**config.mk**
```make
export PLATFORM = sky130hd
export DESIGN_NAME = fifo_queue_indexed_delete_flat
export DESIGN_NICKNAME = d
export VERILOG_FILES = /design/src/rtl/core/fqid_pkg.sv /design/src/rtl/core/fqid_if.sv /design/src/rtl/core/fqid_decode.sv /design/src/rtl/core/fqid_store.sv /design/src/rtl/core/fifo_queue_indexed_delete.sv /design/src/flat_wrapper.sv
export SDC_FILE = /design/constraint.sdc
export NUM_CORES = 1
export LEC_CHECK = 0
export ABC_AREA = 0
export BUFFER_PORTS_ARGS = -buffer_cell sky130_fd_sc_hd__buf_4
export CORE_ASPECT_RATIO = 0.5
export CORE_MARGIN = 4
export CORE_UTILIZATION = 45
export DETAILED_ROUTE_END_ITERATION = 10
export HOLD_SLACK_MARGIN = 0.05
export MAX_ROUTING_LAYER = met4
export PLACE_DENSITY_LB_ADDON = 0.12
export SLEW_MARGIN = 20
export SYNTH_ARGS = -nofsm -noshare
export SYNTH_HDL_FRONTEND = slang
export SYNTH_HIERARCHICAL = 1
export SYNTH_SLANG_ARGS = --single-unit
```
**constraint.sdc**
```tcl
create_clock -name clk -period 4.52 [get_ports clk]
set_input_delay 0.226 -clock clk [delete_from_list [all_inputs] [get_ports clk]]
set_output_delay 0.226 -clock clk [all_outputs]
set_load 0.03 [all_outputs]
```
**src/rtl/core/fqid_pkg.sv**
```systemverilog
`default_nettype none

package fqid_pkg;

	// Queue geometry
	localparam int DEPTH = 16;
	localparam int IDX_W = $clog2(DEPTH);
	localparam int CNT_W = $clog2(DEPTH + 1);

	// Beat field widths
	localparam int VAL_W  = 32;
	localparam int POS_W  = 4;
	localparam int KIND_W = 2;
	localparam int FILL_W = 5;
	localparam int STAT_W = 2;

	typedef enum logic [KIND_W-1:0] {
		REQ_PUSH   = 2'd0,
		REQ_POP    = 2'd1,
		REQ_READ   = 2'd2,
		REQ_DELETE = 2'd3
	} req_kind_t;

	typedef enum logic [STAT_W-1:0] {
		ST_OK    = 2'd0,
		ST_FULL  = 2'd1,
		ST_RANGE = 2'd2
	} status_t;

	// Decoded request, from the decoder to the entry store
	typedef struct packed {
		logic             push_en;
		logic             take_en;
		logic             rd_en;
		logic [IDX_W-1:0] idx;
		status_t          status;
	} op_t;

endpackage

`default_nettype wire

```
**src/rtl/core/fqid_if.sv**
```systemverilog
`default_nettype none

interface fqid_req_if;
	import fqid_pkg::*;

	logic                    valid;
	logic                    ready;
	logic [KIND_W-1:0]       req_type;
	logic signed [VAL_W-1:0] push_value;
	logic [POS_W-1:0]        position;

	modport source (output valid, req_type, push_value, position, input ready);
	modport sink (input valid, req_type, push_value, position, output ready);
endinterface

interface fqid_rsp_if;
	import fqid_pkg::*;

	logic                    valid;
	logic                    ready;
	logic signed [VAL_W-1:0] out_value;
	logic [FILL_W-1:0]       fill_count;
	logic [STAT_W-1:0]       status;

	modport source (output valid, out_value, fill_count, status, input ready);
	modport sink (input valid, out_value, fill_count, status, output ready);
endinterface

`default_nettype wire

```
**src/rtl/core/fqid_decode.sv**
```systemverilog
`default_nettype none

module fqid_decode
	import fqid_pkg::*;
(
	input  logic [KIND_W-1:0] req_type,
	input  logic [POS_W-1:0]  position,
	input  logic [CNT_W-1:0]  count,
	output op_t               op
);

	req_kind_t kind;
	logic      full;
	logic      empty;
	logic      pos_ok;

	assign kind   = req_kind_t'(req_type);
	assign full   = (count == CNT_W'(DEPTH));
	assign empty  = (count == '0);
	assign pos_ok = (int'(position) < int'(count)) && (int'(position) < DEPTH);

	always_comb begin
		op = '{push_en: 1'b0, take_en: 1'b0, rd_en: 1'b0, idx: '0, status: ST_OK};
		unique case (kind)
			REQ_PUSH: begin
				if (full) begin
					op.status = ST_FULL;
				end else begin
					op.push_en = 1'b1;
				end
			end
			REQ_POP: begin
				if (empty) begin
					op.status = ST_RANGE;
				end else begin
					op.take_en = 1'b1;
					op.rd_en   = 1'b1;
				end
			end
			REQ_READ: begin
				if (!pos_ok) begin
					op.status = ST_RANGE;
				end else begin
					op.rd_en = 1'b1;
					op.idx   = IDX_W'(position);
				end
			end
			REQ_DELETE: begin
				if (!pos_ok) begin
					op.status = ST_RANGE;
				end else begin
					op.take_en = 1'b1;
					op.rd_en   = 1'b1;
					op.idx     = IDX_W'(position);
				end
			end
			default: begin
				op.status = ST_RANGE;
			end
		endcase
	end

endmodule

`default_nettype wire

```
**src/rtl/core/fqid_store.sv**
```systemverilog
`default_nettype none

module fqid_store
	import fqid_pkg::*;
(
	input  logic                    clk,
	input  logic                    arst_n,
	input  logic                    en,
	input  op_t                     op,
	input  logic signed [VAL_W-1:0] push_value,
	output logic [CNT_W-1:0]        count,
	output logic [CNT_W-1:0]        count_nxt,
	output logic signed [VAL_W-1:0] rd_value
);

	logic [VAL_W-1:0] entry_q [DEPTH];
	logic [CNT_W-1:0] count_q;

	assign count    = count_q;
	assign rd_value = op.rd_en ? signed'(entry_q[op.idx]) : '0;

	always_comb begin
		count_nxt = count_q;
		if (op.push_en) begin
			count_nxt = count_q + CNT_W'(1);
		end else if (op.take_en) begin
			count_nxt = count_q - CNT_W'(1);
		end
	end

	always_ff @(posedge clk or negedge arst_n) begin
		if (!arst_n) begin
			count_q <= '0;
		end else if (en) begin
			count_q <= count_nxt;
		end
	end

	// Entries carry no reset; only slots below the count are ever read
	always_ff @(posedge clk) begin
		if (en && op.push_en) begin
			entry_q[count_q[IDX_W-1:0]] <= push_value;
		end else if (en && op.take_en) begin
			for (int i = 0; i < DEPTH - 1; i++) begin
				if (IDX_W'(i) >= op.idx) begin
					entry_q[i] <= entry_q[i + 1];
				end
			end
		end
	end

endmodule

`default_nettype wire

```
**src/rtl/core/fifo_queue_indexed_delete.sv**
```systemverilog
// fifo_queue_indexed_delete: bounded queue of signed 32-bit values, head at
// position 0, with push, pop, indexed read and indexed delete.
// Channels: req (sink) carries req_type, push_value and position; rsp
// (source) carries out_value, fill_count and status. Both are valid/ready;
// a beat moves on a rising edge with valid and ready high.
// Every request beat yields exactly one response beat, registered: the
// response is valid the cycle after the request is taken. Throughput is
// one request per cycle while rsp is not stalled: the whole request is
// decoded and applied to the register array in the cycle it is taken,
// with delete shifting all later entries towards the head in parallel.
// If rsp stalls, the response register holds its beat and req.ready drops
// until it is taken; ready is high whenever the register is empty or is
// being drained in the same cycle.
// Errors (push when full, pop when empty, position past the tail) leave the
// queue untouched and return zero with a status code.
// Reset (arst_n low) empties the queue and the response register; entry
// contents are not cleared.
`default_nettype none

module fifo_queue_indexed_delete
	import fqid_pkg::*;
(
	input  logic       clk,
	input  logic       arst_n,
	fqid_req_if.sink   req,
	fqid_rsp_if.source rsp
);

	op_t                     op;
	logic [CNT_W-1:0]        count;
	logic [CNT_W-1:0]        count_nxt;
	logic signed [VAL_W-1:0] rd_value;
	logic                    take;

	// Response register
	logic                    rsp_valid_q;
	logic signed [VAL_W-1:0] rsp_value_q;
	logic [FILL_W-1:0]       rsp_fill_q;
	status_t                 rsp_status_q;

	// Accept whenever the response slot is free or emptying this cycle
	assign req.ready = !rsp_valid_q || rsp.ready;
	assign take      = req.valid && req.ready;

	fqid_decode u_decode (
		.req_type (req.req_type),
		.position (req.position),
		.count    (count),
		.op       (op)
	);

	fqid_store u_store (
		.clk        (clk),
		.arst_n     (arst_n),
		.en         (take),
		.op         (op),
		.push_value (req.push_value),
		.count      (count),
		.count_nxt  (count_nxt),
		.rd_value   (rd_value)
	);

	always_ff @(posedge clk or negedge arst_n) begin
		if (!arst_n) begin
			rsp_valid_q <= 1'b0;
		end else if (take) begin
			rsp_valid_q <= 1'b1;
		end else if (rsp.ready) begin
			rsp_valid_q <= 1'b0;
		end
	end

	// Payload: no reset needed, qualified by rsp_valid_q
	always_ff @(posedge clk) begin
		if (take) begin
			rsp_value_q  <= rd_value;
			rsp_fill_q   <= FILL_W'(count_nxt);
			rsp_status_q <= op.status;
		end
	end

	assign rsp.valid      = rsp_valid_q;
	assign rsp.out_value  = rsp_value_q;
	assign rsp.fill_count = rsp_fill_q;
	assign rsp.status     = rsp_status_q;

endmodule

`default_nettype wire
```
**src/flat_wrapper.sv**
```systemverilog
// flat-port wrapper written by rule: the top's interface ports become plain ports
module fifo_queue_indexed_delete_flat import fqid_pkg::*;
  (clk, arst_n, req_valid, req_req_type, req_push_value, req_position, req_ready, rsp_valid, rsp_out_value, rsp_fill_count, rsp_status, rsp_ready);
  fqid_req_if req_i ();
  fqid_rsp_if rsp_i ();
  input  logic clk;
  input  logic arst_n;
  input wire logic [$bits(req_i.valid)-1:0] req_valid;
  input wire logic [$bits(req_i.req_type)-1:0] req_req_type;
  input wire logic [$bits(req_i.push_value)-1:0] req_push_value;
  input wire logic [$bits(req_i.position)-1:0] req_position;
  output wire logic [$bits(req_i.ready)-1:0] req_ready;
  output wire logic [$bits(rsp_i.valid)-1:0] rsp_valid;
  output wire logic [$bits(rsp_i.out_value)-1:0] rsp_out_value;
  output wire logic [$bits(rsp_i.fill_count)-1:0] rsp_fill_count;
  output wire logic [$bits(rsp_i.status)-1:0] rsp_status;
  input wire logic [$bits(rsp_i.ready)-1:0] rsp_ready;
  assign req_i.valid = req_valid;
  assign req_i.req_type = req_req_type;
  assign req_i.push_value = req_push_value;
  assign req_i.position = req_position;
  assign req_ready = req_i.ready;
  assign rsp_valid = rsp_i.valid;
  assign rsp_out_value = rsp_i.out_value;
  assign rsp_fill_count = rsp_i.fill_count;
  assign rsp_status = rsp_i.status;
  assign rsp_i.ready = rsp_ready;
  fifo_queue_indexed_delete u_core (.clk(clk), .arst_n(arst_n), .req(req_i), .rsp(rsp_i));
endmodule
```
Word-level counts from Yosys, hierarchy flattened
Memories as Yosys holds them, arrays and structs flattened. A register that Yosys moved wholly into a read port is not among the register bits.
Cells that the tools add are included.
W data, S select, Z words.
{"block": "totals", "ff_bits": 13, "mem_bits_rw": 512, "in_bits": 42, "out_inout_bits": 41, "word_cells": 119, "memories": 1}
{"block": "classes", "addsub": 2, "order_cmp": 16, "n_eq_ne": 4, "n_mux": 81, "reduce_logical": 11}
{"memory": "u_core.u_store.entry_q", "words": 16, "width": 32, "read_ports": 16, "rd_ports_with_merged_regs": 1, "write_ports": 15, "line_no": "fqid_store.sv:16", "text": "logic [VAL_W-1:0] entry_q [DEPTH];"}
{"op": "$mux W1", "count": 68}
{"op": "$mux W32", "count": 1}
{"op": "$reduce_or A32 Y1", "count": 1}
{"op": "$ge A4 B4 Y1 const A", "count": 7}
{"op": "$ge A3 B4 Y1 const A", "count": 4}
{"op": "$mux W5", "count": 3}
{"op": "$ge A1 B4 Y1 const A", "count": 2}
{"op": "$ge A2 B4 Y1 const A", "count": 2}
{"op": "$pmux W4 S2", "count": 1}
{"op": "$mux W2", "count": 3}
{"op": "$mux W6", "count": 1}
{"op": "$pmux W2 S3", "count": 1}
{"op": "$add A5 B1 Y5 const B", "count": 1}
{"op": "$eq A5 B5 Y1 const B", "count": 1}
{"op": "$logic_not A5 Y1", "count": 1}
{"op": "$lt A4 B5 Y1", "count": 1}
{"op": "$sub A5 B1 Y5 const B", "count": 1}
{"op": "$eq A2 B2 Y1 const B", "count": 2}
{"op": "$mux W4", "count": 1}
{"op": "$logic_and A1 B1 Y1", "count": 3}
{"op": "$pmux W1 S3", "count": 1}
{"op": "$eq A2 B1 Y1 const B", "count": 1}
{"op": "$logic_not A1 Y1", "count": 2}
{"op": "$logic_not A2 Y1", "count": 1}
{"op": "4 further kinds", "count": 4}

Longest topological paths before layout
{"block": "logic_depth", "word_depth": 10, "ltp_mapped": 13, "depth_no_buf": 10}

Modules after synthesis
The synthesis kept the hierarchy.
{"module": "fqid_store", "instances": 1, "cells_per_inst": 1615, "area_each_um2": 25938.6, "seq_area_each_um2": 15499.9}
{"module": "fifo_queue_indexed_delete", "instances": 1, "cells_per_inst": 43, "area_each_um2": 1224.9, "seq_area_each_um2": 1196.1}
{"module": "fqid_decode", "instances": 1, "cells_per_inst": 28, "area_each_um2": 198.9, "seq_area_each_um2": 0.0}

Worst setup path after synthesis
OpenSTA, ideal clock, no wires.
{"block": "synth_timing", "kind": "register -> register", "start": "register u_core.rsp_valid_q, in the netlist u_core/rsp.valid", "end": "memory u_core.u_store.entry_q[13][0], enable pin", "setup_time_ns": 0.466, "arrival_ns": 3.813, "required_time_ns": 4.054, "slack_ns": 0.241, "path_stages_with_launch": 6, "path_buffers": 1, "period_less_slack_ns": 4.279, "cell_sequence": "dfrtp_1 nand2b_4 and2_4 buf_2 nand3_1 o21ai_0"}
{"item": "start, declared", "line_no": "fifo_queue_indexed_delete.sv:36", "text": "logic rsp_valid_q;"}
{"item": "start signal, assigned", "line_no": "fifo_queue_indexed_delete.sv:65", "text": "rsp_valid_q <= 1'b0;"}
{"item": "start signal, assigned", "line_no": "fifo_queue_indexed_delete.sv:67", "text": "rsp_valid_q <= 1'b1;"}
{"item": "start signal, assigned", "line_no": "fifo_queue_indexed_delete.sv:69", "text": "rsp_valid_q <= 1'b0;"}
{"item": "end, declared", "line_no": "fqid_store.sv:16"}

==> impl_metrics.toml <==
[pwr]
p_per_area_nw_per_um2 = 448.1
totalPowerFinal_mw = 14.02
vdd_ir_drop_max_v = 0.0002609
leakage_nw = 10.46

[clocking]
cts_resized = 0
cts-hold-fix-buffers = 39
path_clk_slew_ns = 0.07
clock_tree_from_tritoncts = "built"
numCtsBuffers = 52
clock_tree.root_cell = "clkbuf_16"
post-cts-setup-buffer-count = 0
ctsHtreeMaxLevel = 2
clock_sink_count = 557
cts-root-to-sink-buffers = 3
clock_network_latency_to_the_later_pin_of_the_worst_skew_pair_ns = 0.60

[logic_synthesis]
synthesis.nets = 1736
syn-cell-area_sq_um = 27360
yosys_register_bits = 557
syn-instance-count = 1686
synth_enable_flop_cells = 551
postSynth.asyncResetShare = 0.01077
yosysSeqAreaShare = 0.6102
synth.lib_cells_used.distinct = 44
postSynthAreaPerCell_sq_um = 16.23
synth_ff_type = "edfxtp_1"
synth_warnings = 6

[critical_path]
data_arrival_time_at_the_worst_slack_endpoint_ns = 4.29
setup.worst_path.start = "u_core/u_store/count[1]$_DFFE_PN0P_"
path_max_fanout = 22
start_kind = "flip-flop"
regToRegStartpoint = "u_core/u_store/count[1]$_DFFE_PN0P_"
critical_path_cell_by_cell = "inv_1 > ha_1 > a21oi_1 > o21ai_1 > a31oi_4 > o21a_1 > and3b_1 > nand2b_2 > nor3_4 > buf_4 > mux2_2"
worst_path_max_delay_cell = "dfrtp_1"
critical_path.max_stage_delay_ns = 0.53
critPathCaptureType = "flip-flop"
cp.required_ns = 4.85
setup.worst_path.class = "reg -> reg"

[grt]
grt.total_usage = 0.2424
antenna_found_initial = 0
grt_max_degree = 60
first_pass_grt_wire_length_mm = 113.1
overflow = 0
vias_in_the_first_global_route = 16780

[floorplanning]
die_outline_width_microns = 356.7
die_area_sq_um = 65050
area_of_the_placeable_core_sq_um = 59670
effective_utilization_at_floorplan = 0.4586
rows = 63
die_h_microns = 182.4
io-pin-count = 83

[min_path]
hold_path_startpoint = "req_position[3]"
hold_path.class = "in -> reg"

[routing]
drc = 0
drt-initial-drc-count = 1512
met3RoutedLength_mm = 5.220
met2RoutedLength_mm = 36.80
num_vias = 16050
postRouteWirelength_mm = 77.35
routed_wire_length_per_instance_microns = 29.41
antenna_left = 0
detail_route.vias_per_cell = 6.101
wl_met1_mm = 33.60
maxUsedRoutingLayer = "met4"
drtPass1Iterations = 5

[timing]
fin_ws_ns = 0.5589
tns_ns = 0
setup_repair_after_global_routing_missed_its_margin = "no"
maxSlewViolCount = 0
worst_pin_slew_ns = 1.126
fin_crit_sh = 0.8764
worst_skew_ns = 0.02263
max_slew_margin = 0.2463
period_needed_ns = 3.961
maxClockFrequency_ghz = 0.2525
setup-violations-final = 0
report.final.hold_viol_count = 0

[final_layout]
stdcell_count = 2630
leading_cell_type_in_the_layout_fill_and_taps_excluded = "edfxtp_1"
final_core_utilization = 0.5243
most-common-layout-cells = "edfxtp_1, mux2_2, buf_4, nand2_1"
layout.nets = 1830
layout_fillers = 4882
final_layout_size_suffix_gt1_frac = 0.4978
num_antenna_cells = 0
area_growth_from_synthesis_to_layout_pct = 14.34

[place]
dp_hpwl_mm = 46.94
numPlacedInstances = 2499
dp_slack_ns = 0.5999
gp_congestion = 0.8119
port_buffers = 82

[outcome]
run_status = "completed"

[run]
maxCapViolCount = 0
final cells by class:
cell class	instances	area, sq um	share of cell area
flip-flops and latches	557	16700	0.5337
clock inverters	30	234.0	0.007479
inverters	7	26.28	0.0008399
repair buffers	186	1669	0.05335
multi-input cells	976	10280	0.3287
clock buffers	62	1360	0.04347
well taps	812	1016	0.03247
per-layer routing:
layer / vias to the layer above / GRT usage
met1: 8490 / 0.3301
met3: 108 / 0.03845
met5: - / -
li1: 6851 / -
met2: 597 / 0.3862
met4: 0 / 0.05626
state kept, by name, summed over array words and instances, names as in the netlist:
signal                  cells
u_core/u_store/entry_q    512
u_core/rsp.fill_count       5
u_core/rsp.status           2
u_core/rsp.valid            1
u_core/rsp.out_value       32
u_core/u_store/count        5
report_power, final:
group          switching, mW  internal (mW)  leakage [nW]
Combinational           1.89           1.35          4.56
Sequential             0.210           6.28          5.11
Clock                   1.93           2.36         0.791
final timing paths:
check	to	slack (ns)	cells past startpoint
max	u_core/u_store/entry_q[1][11]$_DFFE_PP_	0.56	11
min in group asynchronous	u_core/u_store/count[1]$_DFFE_PN0P_	0.60	3
max reg2reg	u_core/u_store/entry_q[1][11]$_DFFE_PP_	0.56	11
max in group asynchronous	u_core/u_store/count[3]$_DFFE_PN0P_	3.69	3
min reg2reg	u_core/u_store/entry_q[7][19]$_DFFE_PP_	0.55	2
min	u_core/rsp.status[1]$_DFFE_PP_	0.22	4
synthesized netlist by cell type (7+ instances only):
cell type	number	area, sq um
a22oi_1	32	240.2
buf_1	11	41.29
buf_2	41	205.2
clkbuf_1	91	341.6
edfxtp_1	551	16550
ha_1	8	100.1
inv_1	7	26.28
mux2_2	548	6171
mux2_4	29	435.4
mux4_2	64	1441
nand2_1	113	424.2
nand2b_1	8	50.05
nand3_1	7	35.03
o21ai_0	21	105.1
o22ai_1	64	400.4
o31ai_1	32	240.2
cell families after synthesis:
kind of cell             Yosys count  share of synthesized area
multiplexers                     641                     0.2941
XOR/XNOR                           8                   0.002561
flip-flops                       557                     0.6102
AND/OR/NAND/NOR                  155                    0.02561
AO/OA/AOI/OAI                    164                    0.04019
adder cells (fa/ha/maj)            8                   0.003658
buffers and inverters            153                    0.02369
stage by stage:
| stage | area (sq um) | hold slack [ns] |
|---|---|---|
| floorplan | 27360 | -0.06959 |
| global placement | 29300 | 0.03867 |
| detailed placement | 29300 | 0.03964 |
| CTS | 31290 | 0.1754 |
| global route | 31290 | 0.2412 |
| finish | 31290 | 0.2161 |
worst max-delay path, delay by kind of cell, from the launching register on:
kind | cells | cell delay (ns)
fa+ha+maj | 1 | 0.21
buf+inv | 2 | 0.51
compound gates | 4 | 0.86
simple gates | 3 | 1.18
mux | 1 | 0.39
flops | 1 | 0.53
Power figures use the tool's default switching activity.
